[config.mk]
export PLATFORM = sky130hd
export DESIGN_NAME = signature_pattern_scanner_flat
export DESIGN_NICKNAME = d
export VERILOG_FILES = /design/src/rtl/sps_pkg.sv /design/src/rtl/sps_in_if.sv /design/src/rtl/sps_out_if.sv /design/src/rtl/signature_pattern_scanner.sv /design/src/rtl/sps_match.sv /design/src/rtl/sps_emit.sv /design/src/flat_wrapper.sv
export SDC_FILE = /design/constraint.sdc
export NUM_CORES = 1
export LEC_CHECK = 0
export BUFFER_PORTS_ARGS = -buffer_cell sky130_fd_sc_hd__buf_2
export CELL_PAD_IN_SITES_DETAIL_PLACEMENT = 1
export CELL_PAD_IN_SITES_GLOBAL_PLACEMENT = 2
export CORE_ASPECT_RATIO = 1.1
export CORE_MARGIN = 4
export CORE_UTILIZATION = 40
export CTS_CLUSTER_DIAMETER = 80
export DETAILED_ROUTE_END_ITERATION = 10
export PLACE_DENSITY_LB_ADDON = 0.08
export SLEW_MARGIN = 20
export SYNTH_ARGS = -nofsm -noshare
export SYNTH_HDL_FRONTEND = slang
export SYNTH_HIERARCHICAL = 1
export SYNTH_SLANG_ARGS = --single-unit
[constraint.sdc]
create_clock -name clk_i -period 7.3 [get_ports clk_i]
set_input_delay 0.365 -clock clk_i [delete_from_list [all_inputs] [get_ports clk_i]]
set_output_delay 0.365 -clock clk_i [all_outputs]
set_load 0.05 [all_outputs]
[src/rtl/sps_pkg.sv]
`timescale 1ns / 1ps

package sps_pkg;

  localparam int unsigned SIG_COUNT    = 19;
  localparam int unsigned SIG_MAX_LEN  = 16;
  localparam int unsigned HIST_DEPTH   = SIG_MAX_LEN - 1;
  localparam int unsigned OFFSET_W     = 32;
  localparam int unsigned MAX_PER_ITEM = 5;

  localparam int unsigned ID_W     = 5;
  localparam int unsigned LEN_W    = 5;
  localparam int unsigned CONF_W   = 7;
  localparam int unsigned CNT_W    = 16;
  localparam int unsigned SKIP_W   = 4;
  localparam int unsigned FILL_W   = 5;
  localparam int unsigned NBYTE_W  = 3;
  localparam int unsigned CFG_IDX_W = 2;
  localparam int unsigned CFG_DATA_W = 16;

  localparam logic [CNT_W-1:0]  CAP_RESET = 16'd1024;
  localparam logic [CONF_W-1:0] THR_RESET = 7'd80;

  typedef enum logic [CFG_IDX_W-1:0] {
    CFG_MAX_RESULTS = 2'd0,
    CFG_SUSP_THR    = 2'd1
  } cfg_idx_e;

  // signature byte k sits at bits [8*(SIG_MAX_LEN-1-k) +: 8], zero padded on the right
  typedef logic [8*SIG_MAX_LEN-1:0] sig_bytes_t;
  // window byte d is the byte d positions back, d = 0 being the current one
  typedef logic [SIG_MAX_LEN-1:0][7:0] win_t;

  localparam sig_bytes_t SIG_BYTES [SIG_COUNT] = '{
    {8'h4D, 8'h5A, 112'h0},
    {8'h7F, 8'h45, 8'h4C, 8'h46, 96'h0},
    {8'h50, 8'h45, 8'h00, 8'h00, 96'h0},
    {8'h90, 8'h90, 8'h90, 8'h90, 96'h0},
    {8'hE8, 8'h00, 8'h00, 8'h00, 8'h00, 88'h0},
    {8'hEB, 8'h00, 112'h0},
    {8'h61, 120'h0},
    {8'h61, 120'h0},
    128'h0,
    {8'h68, 8'h74, 8'h74, 8'h70, 8'h3A, 8'h2F, 8'h2F, 72'h0},
    {8'h68, 8'h74, 8'h74, 8'h70, 8'h73, 8'h3A, 8'h2F, 8'h2F, 64'h0},
    {8'h40, 120'h0},
    {8'h00, 8'h00, 8'h00, 8'h00, 96'h0},
    {8'h34, 120'h0},
    {8'h70, 8'h61, 8'h73, 8'h73, 8'h77, 8'h6F, 8'h72, 8'h64, 64'h0},
    {8'hDE, 8'hAD, 8'hBE, 8'hEF, 96'h0},
    {8'hCC, 120'h0},
    {8'hCD, 8'h80, 112'h0},
    {8'hCD, 8'h2E, 112'h0}
  };

  localparam logic [LEN_W-1:0] SIG_LEN [SIG_COUNT] = '{
    5'd2, 5'd4, 5'd4, 5'd4, 5'd5, 5'd2, 5'd1, 5'd1, 5'd16, 5'd7,
    5'd8, 5'd1, 5'd4, 5'd1, 5'd8, 5'd4, 5'd1, 5'd2, 5'd2
  };

  localparam logic SIG_MAL [SIG_COUNT] = '{
    1'b0, 1'b0, 1'b0, 1'b1, 1'b1, 1'b1, 1'b1, 1'b1, 1'b0, 1'b0,
    1'b0, 1'b0, 1'b0, 1'b0, 1'b0, 1'b1, 1'b0, 1'b0, 1'b0
  };

  localparam logic [CONF_W-1:0] SIG_CONF [SIG_COUNT] = '{
    7'd95, 7'd95, 7'd95, 7'd80, 7'd75, 7'd70, 7'd65, 7'd65, 7'd60, 7'd90,
    7'd90, 7'd85, 7'd80, 7'd75, 7'd70, 7'd95, 7'd90, 7'd85, 7'd85
  };

  // hit vector of one accepted byte, handed from the matcher to the emitter
  typedef struct packed {
    logic                 valid;
    logic [SIG_COUNT-1:0] mask;
    logic [OFFSET_W-1:0]  pos;
    logic                 last;
  } hit_t;

  function automatic logic sig_hit(input logic [ID_W-1:0] p, input win_t win);
    logic       ok;
    logic [3:0] bi;
    ok = 1'b1;
    for (int d = 0; d < SIG_MAX_LEN; d++) begin
      bi = 4'(SIG_MAX_LEN - int'(SIG_LEN[p]) + d);
      if (d < int'(SIG_LEN[p]) && win[d] != SIG_BYTES[p][{bi, 3'b000} +: 8]) begin
        ok = 1'b0;
      end
    end
    return ok;
  endfunction

endpackage

[src/rtl/sps_in_if.sv]
`timescale 1ns / 1ps

interface sps_in_if;
  logic       valid;
  logic       ready;
  logic [7:0] data_byte;
  logic       end_of_buffer;

  modport source (output valid, output data_byte, output end_of_buffer, input ready);
  modport sink (input valid, input data_byte, input end_of_buffer, output ready);
endinterface

[src/rtl/sps_out_if.sv]
`timescale 1ns / 1ps

interface sps_out_if;
  import sps_pkg::*;

  logic                valid;
  logic                ready;
  logic [ID_W-1:0]     pattern_id;
  logic [OFFSET_W-1:0] match_offset;
  logic [LEN_W-1:0]    match_length;
  logic                malicious;
  logic                suspicious;
  logic [CONF_W-1:0]   confidence;
  logic [CNT_W-1:0]    result_number;
  logic                last_of_item;

  modport source (
    output valid, output pattern_id, output match_offset, output match_length,
    output malicious, output suspicious, output confidence, output result_number,
    output last_of_item, input ready
  );
  modport sink (
    input valid, input pattern_id, input match_offset, input match_length,
    input malicious, input suspicious, input confidence, input result_number,
    input last_of_item, output ready
  );
endinterface

[src/rtl/signature_pattern_scanner.sv]
`timescale 1ns / 1ps

// Byte signature scanner. Bytes of a buffer enter on in_i (valid/ready), the
// final byte marked by end_of_buffer. Each byte is compared against all 19
// signatures in parallel; every find, up to 5 per byte and the result cap per
// buffer, leaves on out_o as one transaction with pattern, start offset,
// length, flags, confidence and a one-based result number; last_of_item
// marks the final transaction caused by a byte.
// cfg_we_i/cfg_idx_i/cfg_wdata_i write the result cap (index 0) and the
// suspicious threshold (index 1); write them only while the block is idle.
// A byte's hit vector is registered, then each find in the result register.
// Throughput: one byte per cycle while out_o.ready is high and a byte has at
// most one reported find; a byte with k reported finds (k <= 5) holds
// in_i.ready low while the single result register issues them one per cycle.
// Reset clears history, position, block counters and result count, sets the
// cap to 1024 and the threshold to 80. When out_o.ready is low the result
// register holds and in_i.ready drops as soon as the pending find must wait.
module signature_pattern_scanner (
  input  logic                               clk_i,
  input  logic                               rst_ni,
  sps_in_if.sink                             in_i,
  sps_out_if.source                          out_o,
  input  logic                               cfg_we_i,
  input  logic [sps_pkg::CFG_IDX_W-1:0]       cfg_idx_i,
  input  logic [sps_pkg::CFG_DATA_W-1:0]      cfg_wdata_i
);
  import sps_pkg::*;

  logic [CNT_W-1:0]  cap_q, cap_d;
  logic [CONF_W-1:0] thr_q, thr_d;
  hit_t              hit;
  logic              free;

  always_comb begin
    cap_d = cap_q;
    thr_d = thr_q;
    if (cfg_we_i) begin
      case (cfg_idx_i)
        CFG_MAX_RESULTS: cap_d = cfg_wdata_i[CNT_W-1:0];
        CFG_SUSP_THR:    thr_d = cfg_wdata_i[CONF_W-1:0];
        default: ;
      endcase
    end
  end

  always_ff @(posedge clk_i or negedge rst_ni) begin
    if (!rst_ni) begin
      cap_q <= CAP_RESET;
      thr_q <= THR_RESET;
    end else begin
      cap_q <= cap_d;
      thr_q <= thr_d;
    end
  end

  sps_match u_match (
    .clk_i  (clk_i),
    .rst_ni (rst_ni),
    .in_i   (in_i),
    .free_i (free),
    .hit_o  (hit)
  );

  sps_emit u_emit (
    .clk_i  (clk_i),
    .rst_ni (rst_ni),
    .hit_i  (hit),
    .cap_i  (cap_q),
    .thr_i  (thr_q),
    .free_o (free),
    .out_o  (out_o)
  );

endmodule

[src/rtl/sps_match.sv]
`timescale 1ns / 1ps

module sps_match (
  input  logic          clk_i,
  input  logic          rst_ni,
  sps_in_if.sink        in_i,
  input  logic          free_i,
  output sps_pkg::hit_t hit_o
);
  import sps_pkg::*;

  logic [7:0]           hist_q [HIST_DEPTH];
  logic [7:0]           hist_d [HIST_DEPTH];
  logic [OFFSET_W-1:0]  pos_q, pos_d;
  logic [FILL_W-1:0]    fill_q, fill_d;
  logic [SKIP_W-1:0]    skip_q [SIG_COUNT];
  logic [SKIP_W-1:0]    skip_d [SIG_COUNT];
  logic [SKIP_W-1:0]    skip_nxt [SIG_COUNT];
  logic [SIG_COUNT-1:0] hit;
  logic [FILL_W-1:0]    seen;
  win_t                 win;
  logic                 acc;

  assign acc        = in_i.valid & free_i;
  assign in_i.ready = free_i;

  always_comb begin
    win[0] = in_i.data_byte;
    for (int d = 1; d < SIG_MAX_LEN; d++) begin
      win[d] = hist_q[d-1];
    end
  end

  assign seen = (fill_q < FILL_W'(SIG_MAX_LEN)) ? fill_q + 1'b1 : FILL_W'(SIG_MAX_LEN);

  // all signatures compared in parallel; a blocked signature only counts down
  always_comb begin
    for (int p = 0; p < SIG_COUNT; p++) begin
      if (skip_q[p] != '0) begin
        hit[p]      = 1'b0;
        skip_nxt[p] = skip_q[p] - 1'b1;
      end else begin
        hit[p]      = (seen >= SIG_LEN[p]) && sig_hit(ID_W'(p), win);
        skip_nxt[p] = hit[p] ? SKIP_W'(SIG_LEN[p] - 1'b1) : '0;
      end
    end
  end

  always_comb begin
    hist_d = hist_q;
    pos_d  = pos_q;
    fill_d = fill_q;
    skip_d = skip_q;
    if (acc) begin
      if (in_i.end_of_buffer) begin
        for (int i = 0; i < HIST_DEPTH; i++) hist_d[i] = '0;
        for (int p = 0; p < SIG_COUNT; p++) skip_d[p] = '0;
        pos_d  = '0;
        fill_d = '0;
      end else begin
        hist_d[0] = in_i.data_byte;
        for (int i = 1; i < HIST_DEPTH; i++) hist_d[i] = hist_q[i-1];
        skip_d = skip_nxt;
        pos_d  = pos_q + 1'b1;
        fill_d = seen;
      end
    end
  end

  always_ff @(posedge clk_i or negedge rst_ni) begin
    if (!rst_ni) begin
      for (int i = 0; i < HIST_DEPTH; i++) hist_q[i] <= '0;
      for (int p = 0; p < SIG_COUNT; p++) skip_q[p] <= '0;
      pos_q  <= '0;
      fill_q <= '0;
    end else begin
      hist_q <= hist_d;
      skip_q <= skip_d;
      pos_q  <= pos_d;
      fill_q <= fill_d;
    end
  end

  assign hit_o.valid = acc;
  assign hit_o.mask  = hit;
  assign hit_o.pos   = pos_q;
  assign hit_o.last  = in_i.end_of_buffer;

endmodule

[src/rtl/sps_emit.sv]
`timescale 1ns / 1ps

module sps_emit (
  input  logic                      clk_i,
  input  logic                      rst_ni,
  input  sps_pkg::hit_t             hit_i,
  input  logic [sps_pkg::CNT_W-1:0]  cap_i,
  input  logic [sps_pkg::CONF_W-1:0] thr_i,
  output logic                      free_o,
  sps_out_if.source                 out_o
);
  import sps_pkg::*;

  logic                 pipe_valid_q, pipe_valid_d;
  logic [SIG_COUNT-1:0] mask_q, mask_d;
  logic [OFFSET_W-1:0]  pos_q, pos_d;
  logic                 last_q, last_d;
  logic [CNT_W-1:0]     cnt_q, cnt_d;
  logic [NBYTE_W-1:0]   nbyte_q, nbyte_d;

  logic                 out_valid_q, out_valid_d;
  logic [ID_W-1:0]      id_q;
  logic [OFFSET_W-1:0]  off_q;
  logic [LEN_W-1:0]     len_q;
  logic                 mal_q, susp_q, lst_q;
  logic [CONF_W-1:0]    conf_q;
  logic [CNT_W-1:0]     num_q;

  logic [ID_W-1:0]      first;
  logic [SIG_COUNT-1:0] mask_rest;
  logic                 can_report, active, emit, rest_active, done, out_free;

  // lowest pending signature goes first
  always_comb begin
    first = '0;
    for (int p = SIG_COUNT - 1; p >= 0; p--) begin
      if (mask_q[p]) first = ID_W'(p);
    end
  end

  always_comb begin
    mask_rest        = mask_q;
    mask_rest[first] = 1'b0;
  end

  assign can_report  = (cnt_q < cap_i) && (nbyte_q < NBYTE_W'(MAX_PER_ITEM));
  assign active      = pipe_valid_q && (|mask_q) && can_report;
  assign out_free    = !out_valid_q || out_o.ready;
  assign emit        = active && out_free;
  assign rest_active = (|mask_rest)
                     && (({1'b0, cnt_q} + 1'b1) < {1'b0, cap_i})
                     && (nbyte_q < NBYTE_W'(MAX_PER_ITEM - 1));
  // drop the rest of the vector at once when nothing more can be reported
  assign done        = pipe_valid_q && (!active || (emit && !rest_active));
  assign free_o      = !pipe_valid_q || done;

  always_comb begin
    pipe_valid_d = pipe_valid_q;
    mask_d       = mask_q;
    pos_d        = pos_q;
    last_d       = last_q;
    nbyte_d      = nbyte_q;
    cnt_d        = cnt_q;
    if (done && last_q) begin
      cnt_d = '0;
    end else if (emit) begin
      cnt_d = cnt_q + 1'b1;
    end
    if (hit_i.valid) begin
      pipe_valid_d = 1'b1;
      mask_d       = hit_i.mask;
      pos_d        = hit_i.pos;
      last_d       = hit_i.last;
      nbyte_d      = '0;
    end else if (done) begin
      pipe_valid_d = 1'b0;
    end else if (emit) begin
      mask_d  = mask_rest;
      nbyte_d = nbyte_q + 1'b1;
    end
  end

  always_comb begin
    out_valid_d = out_valid_q;
    if (emit) begin
      out_valid_d = 1'b1;
    end else if (out_o.ready) begin
      out_valid_d = 1'b0;
    end
  end

  always_ff @(posedge clk_i or negedge rst_ni) begin
    if (!rst_ni) begin
      pipe_valid_q <= 1'b0;
      cnt_q        <= '0;
      nbyte_q      <= '0;
      out_valid_q  <= 1'b0;
    end else begin
      pipe_valid_q <= pipe_valid_d;
      cnt_q        <= cnt_d;
      nbyte_q      <= nbyte_d;
      out_valid_q  <= out_valid_d;
    end
  end

  always_ff @(posedge clk_i) begin
    mask_q <= mask_d;
    pos_q  <= pos_d;
    last_q <= last_d;
    if (emit) begin
      id_q   <= first;
      off_q  <= pos_q - OFFSET_W'(SIG_LEN[first] - 1'b1);
      len_q  <= SIG_LEN[first];
      mal_q  <= SIG_MAL[first];
      conf_q <= SIG_CONF[first];
      susp_q <= (SIG_CONF[first] >= thr_i);
      num_q  <= cnt_q + 1'b1;
      lst_q  <= !rest_active;
    end
  end

  assign out_o.valid         = out_valid_q;
  assign out_o.pattern_id    = id_q;
  assign out_o.match_offset  = off_q;
  assign out_o.match_length  = len_q;
  assign out_o.malicious     = mal_q;
  assign out_o.suspicious    = susp_q;
  assign out_o.confidence    = conf_q;
  assign out_o.result_number = num_q;
  assign out_o.last_of_item  = lst_q;

endmodule
[src/flat_wrapper.sv]
// flat-port wrapper written by rule: the top's interface ports become plain ports
module signature_pattern_scanner_flat import sps_pkg::*;
  (clk_i, rst_ni, cfg_we_i, cfg_idx_i, cfg_wdata_i, in_i_valid, in_i_data_byte, in_i_end_of_buffer, in_i_ready, out_o_valid, out_o_pattern_id, out_o_match_offset, out_o_match_length, out_o_malicious, out_o_suspicious, out_o_confidence, out_o_result_number, out_o_last_of_item, out_o_ready);
  sps_in_if in_i_i ();
  sps_out_if out_o_i ();
  input  logic clk_i;
  input  logic rst_ni;
  input  logic cfg_we_i;
  input  logic [sps_pkg::CFG_IDX_W-1:0] cfg_idx_i;
  input  logic [sps_pkg::CFG_DATA_W-1:0] cfg_wdata_i;
  input wire logic [$bits(in_i_i.valid)-1:0] in_i_valid;
  input wire logic [$bits(in_i_i.data_byte)-1:0] in_i_data_byte;
  input wire logic [$bits(in_i_i.end_of_buffer)-1:0] in_i_end_of_buffer;
  output wire logic [$bits(in_i_i.ready)-1:0] in_i_ready;
  output wire logic [$bits(out_o_i.valid)-1:0] out_o_valid;
  output wire logic [$bits(out_o_i.pattern_id)-1:0] out_o_pattern_id;
  output wire logic [$bits(out_o_i.match_offset)-1:0] out_o_match_offset;
  output wire logic [$bits(out_o_i.match_length)-1:0] out_o_match_length;
  output wire logic [$bits(out_o_i.malicious)-1:0] out_o_malicious;
  output wire logic [$bits(out_o_i.suspicious)-1:0] out_o_suspicious;
  output wire logic [$bits(out_o_i.confidence)-1:0] out_o_confidence;
  output wire logic [$bits(out_o_i.result_number)-1:0] out_o_result_number;
  output wire logic [$bits(out_o_i.last_of_item)-1:0] out_o_last_of_item;
  input wire logic [$bits(out_o_i.ready)-1:0] out_o_ready;
  assign in_i_i.valid = in_i_valid;
  assign in_i_i.data_byte = in_i_data_byte;
  assign in_i_i.end_of_buffer = in_i_end_of_buffer;
  assign in_i_ready = in_i_i.ready;
  assign out_o_valid = out_o_i.valid;
  assign out_o_pattern_id = out_o_i.pattern_id;
  assign out_o_match_offset = out_o_i.match_offset;
  assign out_o_match_length = out_o_i.match_length;
  assign out_o_malicious = out_o_i.malicious;
  assign out_o_suspicious = out_o_i.suspicious;
  assign out_o_confidence = out_o_i.confidence;
  assign out_o_result_number = out_o_i.result_number;
  assign out_o_last_of_item = out_o_i.last_of_item;
  assign out_o_i.ready = out_o_ready;
  signature_pattern_scanner u_core (.clk_i(clk_i), .rst_ni(rst_ni), .in_i(in_i_i), .out_o(out_o_i), .cfg_we_i(cfg_we_i), .cfg_idx_i(cfg_idx_i), .cfg_wdata_i(cfg_wdata_i));
endmodule
==> metrics.md, run 1 <==
| Metric | Value |
|---|---|
| Status | completed |
| Synth Area in XOR/XNOR | 3.12% |
| P_sw | between 5000 and 6000 uW |
| Clock Latency Late Sink | 580 ps |
| Port Buffer Count | 101 |
| Worst-Margin Slew | 1100 ps |
| Chip Width | 231 um |
| Synth Area in Adders | 6.85% |
| Pre-CTS WS | 1280 ps |
| Arrival time worst endpoint | 6370 ps |
| Pin count of the biggest net entering global routing | 130 |
| Hold Violations, Final | 0 |
| Relative slew slack | 26.1% |
| CTS sink cnt | approximately 400 |
| Number of global-route vias before repair | 17900 |
| Mean post-synth cell area | about 9.7 sq um |
| Fraction of registers with async set/reset | a little over two thirds |
| Hold buffers post-CTS | 4 |
| Clk pwr share | a little under 20% |
| RSZ-0062 raised after global routing | no |
| P&R area growth vs syn | 12.4% |
| Core ar. | 0.0539 sq mm |
| Die ar. | 0.0584 sq mm |
| Total gr overflow | 0 |
| Max-Cap Viols | 0 |
| Power Dens Cells | 485 mW/mm^2 |
| Highest routed metal layer | met4 |
| Routed vias/inst | around 5.6 |
| All-layer global routing usage | about a fifth |
| Seq/Total Area, Yosys | between 40% and 50% |
| Post-synth top flop | dfrtp_1 |
| Max Transition Viols Final | 0 |
| Starting density of the core | between 40 and 50% |
| DR WL/cell | 19.7 um |
| Int Power | around 6600 uW |
| EDFF count, synth | 119 |
| Initial antenna violation count | 1 |
| Slowest cell on crit path | a211oi_1 |
| Layout Skew | 17.4 ps |
| Antenna fix cells | 0 |
| Post-CTS resize count | 0 |
| Proportion of layout cells with a drive suffix above 1 | 10.9% |
| Simple-gate share of the synthesized area | 25.9% |
| WL met1 | around 29 mm |
| DP Wirelength | 42.6 mm |
| CTS Buffer Depth | 3 |
| Filler Cell Count | 6161 |
| Final ANT Viol Nets | 0 |
| Sw Share | roughly 45% |
| Clock root buffer | clkbuf_16 |
| DR WL met2 | just under 30 mm |
| Leakage dissipation | 0.0109 uW |
| Min Clock Period, post-route | 6040 ps |
| CTS H-tree lvls | 2 |
| Setup TNS | 0 ps |
| Period utilization | 82.7% |
| Netlist cell types | 98 |
| Worst stage delay on the critical path | 490 ps |
| # Post-CTS Setup Buffers | 0 |
| Mapped Area | 0.0218 sq mm |
| Mux share of post-synthesis cell area | approximately 1.9% |
| Total CTS buffers | between 40 and 50 |
| Reg power frac | 31.0% |
| Top delay family on crit path | compound AO/OA/AOI/OAI gates |
| Yosys Warn Count | 6 |
| DRT iter0 DRCs | 980 |
| Startpoint Class | flip-flop |
| Fin area | 0.0246 sq mm |
| Core Rows | 89 |
| Setup ws final | between 1000 and 1500 ps |
| Routability cong. | around 0.84 |
| Cell mode on critical path | a211oi_1 |
| Synthesis-stage register bit count | approximately 400 |
| Routed via count | roughly 17000 |
| Maximum fanout along the worst path | 7 |
| Total wire length | 61.3 mm |
| Dpl cell area | 0.0230 sq mm |
| Largest family of logic cells by synthesized area | simple AND/OR/NAND/NOR gates |
| Peak supply drop | 0.000193 V |
| Crit end category | flip-flop |
| Crit-path cells | nor3b_1 -> o31ai_1 -> a211oi_1 -> o31ai_1 -> a211oi_1 -> buf_4 -> inv_1 -> ha_1 -> nand2_1 -> nand2_1 -> a31oi_1 -> inv_1 -> ha_1 -> fa_1 -> a211o_1 -> a2111oi_0 -> nor2_1 -> o21ai_0 -> a31oi_1 -> a211oi_1 -> o21ai_0 -> xor2_1 |
| Met3 Routed Length | 1.74 mm |
| Worst-path clk slew | 60 ps |
| Min-Delay Path Class | in2reg |
| DRC | 0 |
| Drt pass-1 iters | 5 |
| # nets final | between 2000 and 2500 |
| IO Pins | 102 |
| Final setup fails | 0 |
| Synth Instances | 2263 |
| Commonest non-fill, non-tap cell in the layout | nand2_1 |
| Combinational group share of total power | 49.7% |
| Most frequent cells in the layout | nand2_1, dfrtp_1, nor2_1 |
| Type of the worst setup path | reg2reg |
| Die Y-Extent | 253 um |
| CP required | 7630 ps |
| Fmax | between 0.15 and 0.2 GHz |
| First-pass GRT wire length | 99.3 mm |
| Complex-gate fraction of the synthesized area | 10.6% |
| Post-layout power | 11900 uW |
| CTS tree | done |
| Syn nets | 2414 |
| Buf+Inv Stages, Crit Path | 3 |
==> area by class of cell <==
class	count	area, sq um	area share, %
multi-input combinational	1674	10600	43.0
inverter	102	388	1.58
clock buffer	69	1320	5.37
clock inverter	15	164	0.667
sequential	396	10500	42.8
tap	728	911	3.71
timing repair buffer	121	703	2.86
==> power groups by stage <==
stage	registers, uW	logic, uW	clock network [uW]
floorplan	4190	3880	0
global placement	3700	5720	0
detailed placement	3730	5900	0
CTS	3690	5930	2380
global route	3770	6590	2480
finish	3690	5910	2310
==> registers in the layout (all words and copies together), names as in the netlist, 3 cells and up <==
signal and cells:
u_core/u_emit/out_o.match_offset 32, u_core/u_match/fill_q 5, u_core/cap_q 16, u_core/u_emit/out_o.confidence 7, u_core/u_emit/out_o.result_number 16, u_core/u_emit/nbyte_q 3
u_core/thr_q 7, u_core/u_match/skip_q 76, u_core/u_emit/mask_q 19, u_core/u_emit/cnt_q 16, u_core/u_emit/pos_q 32, u_core/u_match/hist_q 120
u_core/u_match/pos_q 32, u_core/u_emit/out_o.pattern_id 5, u_core/u_emit/out_o.match_length 4
==> synthesized netlist by cell type, types with 10 or more instances <==
library cell  instances  area, sq um
nand2b_1             19          119
nor2b_1              16          100
clkbuf_1             65          244
nor4_1               54          338
edfxtp_1            119         3570
inv_1               101          379
o21ai_0             120          601
dfrtp_1             274         6860
or3_1                23          144
nand3b_1            126          946
xor2_1               26          228
o31ai_1              20          150
a211oi_1             12         90.1
nor4b_1              10         87.6
nand2_1             408         1530
and2_1               11         68.8
and3_1               20          125
nor3b_1              22          165
and4_1               10         87.6
nand3_1              57          285
mux2_2               30          338
a21o_1               18          135
buf_1                11         41.3
a21oi_1              79          395
nor2_1              145          544
nand4_1              46          288
o22ai_1              16          100
nor3_1               55          275
a31oi_1              18          113
ha_1                118         1480
xnor2_1              50          438
==> worst reg2reg max path, delay by kind of cell (launching register included) <==
family / cells / cell delay [ps]
compound gates: 11 / 3060
buf+inv: 3 / 400
fa+ha+maj: 3 / 1140
flops: 1 / 440
simple gates: 4 / 590
xor+xnor: 1 / 170
==> per-layer routing <==
layer | track usage [%] | up-vias
met4 | 3.76 | 0
met1 | 28.6 | 8716
met3 | 2.82 | 59
met2 | 35.1 | 191
met5 | 0 | -
li1 | - | 8285
==> path summary, 6_finish.rpt <==
path,start,end,slack [ps],cells after the start
setup / recovery,u_core/u_emit/mask_q[16],u_core/u_emit/out_o.match_offset[30],1260,22
hold / removal,cfg_wdata_i[10],u_core/cap_q[10],30,2
setup reg to reg,u_core/u_emit/mask_q[16],u_core/u_emit/out_o.match_offset[30],1260,22
hold reg to reg,u_core/u_match/pos_q[31],u_core/u_emit/pos_q[31],470,0
max in group asynchronous,rst_ni,u_core/u_match/skip_q[13],5570,3
min in group asynchronous,rst_ni,u_core/cap_q[8],400,2
==> per-stage QoR <==
step                      hold WS, ps  utilization [%]  std cells
final                            33.5             45.6       3105
after global routing             8.97             45.6       3105
after CTS                       0.316             45.5       3104
after detailed placement          458             42.7       3016
after global placement            456             42.7       3016
after floorplan                  69.4                -       2263
==> kinds of logic after synthesis <==
logic type / Yosys count
flops: 396
compound gates: 365
mux: 37
buf+inv: 193
xor+xnor: 77
fa+ha+maj: 119
simple gates: 1076
Note: power is estimated with default switching activity, not from simulation.
==> run 2: changes to the inputs <==
- CORE_UTILIZATION: 40 -> 36
- clock period: 7.3 -> 5.4 ns (I/O delays scaled with it)
==> metrics.md, run 2 (same netlist as run 1, synthesis figures left out) <==
| Metric | Value |
|---|---|
| Final setup fails | 0 (unchanged) |
| Chip Width | 243 um (+5.2%) |
| Top Registers | u_core/u_match/hist_q (120), u_core/u_match/skip_q (76) |
| CP required | 5920 ps (-1710 ps) |
| Setup TNS | 0 ps (unchanged) |
| Power Dens Cells | 667 mW/mm^2 (+38%) |
| Hold Startpoint | in_i_data_byte[7] |
| Period utilization | 95.4% (+13 points) |
| Top delay family on crit path | simple AND/OR/NAND/NOR gates |
| Status | completed |
| Initial antenna violation count | 0 (-1) |
| Peak supply drop | 0.000315 V (+63%) |
| Hold Violations, Final | 0 (unchanged) |
| Hold path cells | 3 (+1) |
| CTS tree | done |
| Max-Cap Viols | 0 (unchanged) |
| Worst-Margin Slew | 1060 ps (-36.6 ps) |
| RSZ-0062 raised after global routing | yes |
| Leakage dissipation | 0.0113 uW (+3.6%) |
| Filler Cell Count | 6718 (+9.0%) |
| Clock Latency Late Sink | 600 ps (+20 ps) |
| Biggest register | u_core/u_match/hist_q |
| Worst stage delay on the critical path | 570 ps (+80 ps) |
| Core ar. | 0.0600 sq mm (+11%) |
| DRC | 0 (unchanged) |
| # nets final | 2557 (+2.6%) |
| Fmax | 0.194 GHz (+17%) |
| Total gr overflow | 0 (unchanged) |
| IO Pins | 102 (unchanged) |
| Die Y-Extent | 266 um (+5.2%) |
| Critical R2R Capture | u_core/u_match/pos_q[23] |
| Pin count of the biggest net entering global routing | 140 (+7.7%) |
| R2R Setup Slk | 250 ps (-1010 ps) |
| Total CTS buffers | 49 (+6.5%) |
| Crit-path cells | nor3b_2 -> o31ai_2 -> a211oi_2 -> o31ai_1 -> a211oi_2 -> inv_2 -> ha_1 -> buf_4 -> nand2_1 -> buf_4 -> a222oi_1 -> nand4_1 -> o31ai_1 -> o21ai_1 -> nand2_1 -> nand2_4 -> or2_1 -> or4_1 -> or3_1 -> a21oi_1 |
| Proportion of layout cells with a drive suffix above 1 | 14.1% (+3.2 points) |
| Arrival time worst endpoint | 5670 ps (-700 ps) |
| Buf+Inv Stages, Crit Path | 3 (unchanged) |
| All-layer global routing usage | 19.3% (-1.4 points) |
| CTS sink cnt | 396 (unchanged) |
| Type of the worst setup path | reg2reg |
| Post-layout power | 17000 uW (+43%) |
| WHS Endpoint | u_core/u_match/hist_q[119] |
| First-pass GRT wire length | 103 mm (+3.5%) |
| Maximum fanout along the worst path | 7 (unchanged) |
| Die ar. | 0.0647 sq mm (+11%) |
| Final ANT Viol Nets | 0 (unchanged) |
| Cell depth of the worst setup path | 20 (-9.1%) |
| Core Rows | 94 (+5.6%) |
| DRT iter0 DRCs | 844 (-14%) |
| Drt pass-1 iters | 5 (unchanged) |
| Slowest cell on crit path | or4_1 |
| Worst-path clk slew | 60 ps (about the same) |
| CTS H-tree lvls | 2 (unchanged) |
| Commonest non-fill, non-tap cell in the layout | nand2_1 |
| Clock root buffer | clkbuf_16 |
| Most frequent cells in the layout | nand2_1, dfrtp_1, nor2_1 |
| Min Clock Period, post-route | 5150 ps (-887 ps) |
| Multi-input gate area | 0.0107 sq mm (+1.6%) |
| Number of flip-flops in the largest register | 120 (unchanged) |
| Layout Skew | 22.0 ps (+4.64 ps) |
| Relative slew slack | 28.5% (+2.5 points) |
| R2r startpoint | u_core/u_emit/mask_q[18] |
| Routed via count | 17400 (+0.90%) |
| Crit end category | flip-flop |
| Starting density of the core | 36.4% (-4.1 points) |
| FF-to-FF path depth | 20 (-9.1%) |
| CTS Buffer Depth | 3 (unchanged) |
| DP Wirelength | 43.6 mm (+2.4%) |
| Port Buffer Count | 101 (unchanged) |
| Total wire length | 63.2 mm (+3.2%) |
| Max Transition Viols Final | 0 (unchanged) |
| Number of global-route vias before repair | 18400 (+2.7%) |
| Register area | 0.0105 sq mm (unchanged) |
| Routability cong. | 0.860 (+2.4%) |
| Routed vias/inst | 5.42 (-2.5%) |
| P&R area growth vs syn | 16.5% |
| Min-Delay Path Class | in2reg |
| Antenna fix cells | 0 (unchanged) |
| Startpoint Class | flip-flop |
| DR WL/cell | 19.7 um (-0.26%) |
==> run 2: cell types whose count changed in the layout (fill, tap and decap cells not counted), moves of 4 or more <==
cell           before  now
o21ai_0           120  115
o21ai_1             2    6
a21oi_1            79   74
a21oi_2             1    5
buf_4              15   53
a211oi_1           12    7
clkbuf_1           16    5
clkbuf_16          47   51
a211oi_2            1    6
dlygate4sd3_1       4   22
==> run 2: metrics by stage <==
| stage | hold slack, ps | std cells | instance area [sq um] | utilization [%] | setup WS [ps] |
|---|---|---|---|---|---|
| 3_5_place_dp | 390 | 3099 | 23400 | 39.1 | -102 |
| 4_1_cts | 4.53 | 3210 | 25300 | 42.2 | 4.14 |
| 2_1_floorplan | -25.6 | 2263 | 21800 | - | 82.3 |
| 3_3_place_gp | 390 | 3099 | 23400 | 39.1 | -15.4 |
| 5_1_grt | 41.0 | 3212 | 25500 | 42.4 | -74.5 |
| 6_report | 44.1 | 3212 | 25500 | 42.4 | 247 |
==> run 2: worst min-delay path, stage by stage <==
cell	delay, ps
buf_2	170
nand3b_1	110
nand2_1	50
==> run 2: report_power, final <==
| part | internal [uW] | leakage, uW | switching, uW |
|---|---|---|---|
| clock | 1940 | 0.000793 | 1360 |
| combinational | 3220 | 0.00562 | 5500 |
| sequential | 4300 | 0.00486 | 664 |
==> run 2: routing by layer <==
metal  global-route usage, %  wire [um]  up-vias
met1                    26.3      29700     8679
li1                        -          -     8413
met5                       0          0        -
met3                    2.71       1790       97
met2                    32.5      30100      218
met4                    5.10       1640        0
==> run 2: timing repair <==
item / 4_1_cts / 5_1_grt
hold buffers: 22 / 0
hold endpoints to repair: 122 / 0
gates cloned: 0 / 1
pin swaps: 1 / 6
endpoints found under the setup margin: 4 / 28
setup buffers: 0 / 1
gates resized for setup: 4 / 39
==> run 2: layout make-up <==
type / count / area share [%]
clock buffers: 65 / 5.57
clock inverters: 24 / 0.767
repair buffers: 182 / 4.91
well taps: 768 / 3.77
flip-flops and latches: 396 / 41.3
inverters: 102 / 1.52
multi-input cells: 1675 / 42.2
==> run 2: worst max path at each step <==
| stage | startpoint | slack, ps | end |
|---|---|---|---|
| 6_report | u_core/u_emit/mask_q[18] | 250 | u_core/u_match/pos_q[23] |
| 2_1_floorplan | u_core/u_emit/mask_q[16] | 80 | u_core/u_emit/mask_q[0] |
| 4_1_cts | u_core/u_emit/mask_q[16] | 4 | u_core/u_emit/out_o.match_offset[29] |
| 3_5_place_dp | u_core/u_emit/mask_q[16] | -100 | u_core/u_emit/out_o.match_offset[29] |
| 3_3_place_gp | u_core/u_emit/mask_q[16] | -20 | u_core/u_emit/out_o.match_offset[29] |
| 5_1_grt | u_core/u_emit/mask_q[17] | -70 | u_core/u_emit/out_o.match_offset[29] |
==> run 3: changes to the inputs <==
- REMOVE_ABC_BUFFERS: not set -> 1
==> metrics.md, run 3 (same netlist as run 1, synthesis figures left out) <==
| Metric | Value |
|---|---|
| Port Buffer Count | 101 (unchanged) |
| Most frequent cells in the layout | nand2_1, dfrtp_1, nor2_1 |
| CTS H-tree lvls | 2 (unchanged) |
| Total gr overflow | 0 (unchanged) |
| Maximum fanout along the worst path | 17 (+10) |
| Die ar. | 0.0647 sq mm (unchanged) |
| Chip Width | 243 um (unchanged) |
| Total CTS buffers | 48 (-2.0%) |
| Power Dens Cells | 663 mW/mm^2 (-0.54%) |
| CTS tree | done |
| Status | completed |
| CTS sink cnt | 396 (unchanged) |
| DRC | 0 (unchanged) |
| Clock Latency Late Sink | 580 ps (-20 ps) |
| Reg power frac | 29.6% (+0.4 points) |
| Final setup fails | 0 (unchanged) |
| P&R area growth vs syn | 16.0% |
| Number of global-route vias before repair | 18300 (-0.054%) |
| CTS Buffer Depth | 3 (unchanged) |
| DRT iter0 DRCs | 942 (+12%) |
| Hold Violations, Final | 0 (unchanged) |
| Worst-Margin Slew | 1030 ps (-33.7 ps) |
| Critical R2R Capture | u_core/u_emit/out_o.match_offset[29] |
| Starting density of the core | 36.4% (unchanged) |
| Number of flip-flops in the largest register | 120 (unchanged) |
| Min-Delay Path Class | in2reg |
| Post-layout power | 16800 uW (-0.95%) |
| Core Rows | 94 (unchanged) |
| GRT busiest layer | met2 |
| Final ANT Viol Nets | 0 (unchanged) |
| Crit end category | flip-flop |
| Antenna fix cells | 0 (unchanged) |
| Leakage dissipation | 0.0112 uW (-0.35%) |
| Min Clock Period, post-route | 5150 ps (+1.51 ps) |
| Core Util, Final | 42.3% (-0.18 points) |
| Sw Share | 44.1% (-0.16 points) |
| Routed via count | 17400 (+0.13%) |
| IO Pins | 102 (unchanged) |
| Initial antenna violation count | 0 (unchanged) |
| Routing usage on met2 | 33.0% (+0.55 points) |
| Commonest non-fill, non-tap cell in the layout | nand2_1 |
| DP Wirelength | 44.7 mm (+2.4%) |
| Arrival time worst endpoint | 5450 ps (-220 ps) |
| Pin count of the biggest net entering global routing | 140 (unchanged) |
| Clock root buffer | clkbuf_16 |
| First-pass GRT wire length | 103 mm (+0.40%) |
| Die Y-Extent | 266 um (unchanged) |
| Relative slew slack | 30.8% (+2.3 points) |
| Top Registers | u_core/u_match/hist_q (120), u_core/u_match/skip_q (76) |
| Met3 usage in global routing | 2.66% (-0.050 points) |
| Routability cong. | 0.871 (+1.3%) |
| Fmax | 0.194 GHz (about the same) |
| All-layer global routing usage | 19.4% (+0.088 points) |
| FF-to-FF path depth | 21 (+5.0%) |
| Type of the worst setup path | reg2reg |
| Combinational group share of total power | 51.1% (-0.3 points) |
| Int Power | 9400 uW (-0.67%) |
| R2r startpoint | u_core/u_emit/mask_q[16] |
| P_sw | 7420 uW (-1.3%) |
| Biggest register | u_core/u_match/hist_q |
| Total wire length | 63.5 mm (+0.43%) |
| Period utilization | 95.4% (about the same) |
| Max Transition Viols Final | 0 (unchanged) |
| Hold path cells | 3 (unchanged) |
| Hold Startpoint | in_i_data_byte[3] |
| Met1 Use GR | 26.3% (about the same) |
| Filler Cell Count | 6796 (+1.2%) |
| Worst Hold Slack | 30.8 ps (-13.3 ps) |
| R2R Setup Slk | 250 ps (about the same) |
| Routed vias/inst | 5.43 (+0.13%) |
| Worst-path clk slew | 60 ps (about the same) |
| Drt pass-1 iters | 5 (unchanged) |
| WHS Endpoint | u_core/u_match/hist_q[115] |
| Layout Skew | 22.8 ps (+0.813 ps) |
| Clk pwr share | 19.3% (about the same) |
| Startpoint Class | flip-flop |
| # nets final | 2557 (unchanged) |
| DR WL/cell | 19.8 um (+0.43%) |
| Peak supply drop | 0.000308 V (-2.3%) |
| CP required | 5700 ps (-220 ps) |
| Proportion of layout cells with a drive suffix above 1 | 13.5% (-0.57 points) |
| Core ar. | 0.0600 sq mm (unchanged) |
| Max-Cap Viols | 0 (unchanged) |
## run 3: layout make-up
type,instances,area [sq um],area share (%)
multi-input cells,1675,10700,42.1
flip-flops and latches,396,10500,41.4
clock buffers,69,1350,5.33
repair buffers,183,1250,4.94
well taps,768,961,3.79
inverters,102,388,1.53
clock inverters,19,211,0.834
## run 3: repair_timing
item                       4_1_cts  5_1_grt
setup endpoints to repair        3       16
gates cloned                     0        1
buffers inserted                 0        1
hold buffers                    21        0
hold endpoints to repair       118        0
gates resized for setup          2       27
pin swaps                        1        4
## run 3: metrics by stage
stage                     setup WS, ps  cells  cell area (sq um)  setup TNS [ps]
after floorplan                  -8230   2172              21500        -1854360
after global placement            5.69   3101              23500               0
after detailed placement         -57.4   3101              23500            -106
after CTS                         3.83   3210              25200               0
after global routing             -19.1   3212              25400           -19.1
final                              246   3212              25400               0
## run 3: worst max-delay path by stage
stage / start / to / slack (ps) / cells after the start
finish: u_core/u_emit/mask_q[16] / u_core/u_emit/out_o.match_offset[29] / 250 / 21
detailed placement: u_core/u_emit/mask_q[16] / u_core/u_emit/out_o.match_offset[29] / -60 / 21
CTS: u_core/u_emit/mask_q[16] / u_core/u_emit/out_o.match_offset[29] / 4 / 21
global placement: u_core/u_emit/mask_q[16] / u_core/u_emit/out_o.match_offset[29] / 6 / 21
global route: u_core/u_emit/mask_q[16] / u_core/u_emit/out_o.match_offset[29] / -20 / 21
floorplan: u_core/u_emit/cnt_q[2] / u_core/u_match/skip_q[43] / -8230 / 19
## run 3: per-layer routing
layer | vias up | share of wire (%)
met4 | 0 | 2.2
met5 | - | 0
met2 | 217 | 48
li1 | 8418 | -
met3 | 79 | 2.8
met1 | 8716 | 47
## run 3: power groups by stage
| stage | registers (uW) | logic (uW) | clock network [uW] |
|---|---|---|---|
| floorplan | 5700 | 5120 | 0 |
| global placement | 4990 | 8140 | 0 |
| detailed placement | 5020 | 8350 | 0 |
| CTS | 4980 | 8410 | 3360 |
| global route | 5100 | 9560 | 3490 |
| finish | 4980 | 8590 | 3250 |
## run 3: critical path, stage by stage, from the launching register on
cell,delay [ps]
edfxtp_1,400
buf_4,160
nand2b_1,130
a221oi_1,400
o211a_1,240
nor2_1,60
buf_4,170
ha_2,240
buf_4,160
nand3_1,80
nand3_1,200
or4_4,550
buf_6,210
ha_1,300
a211oi_1,250
nor2_1,100
o41a_1,370
a21oi_2,200
nand3_2,160
a21oi_4,200
o21a_1,160
o311ai_0,130
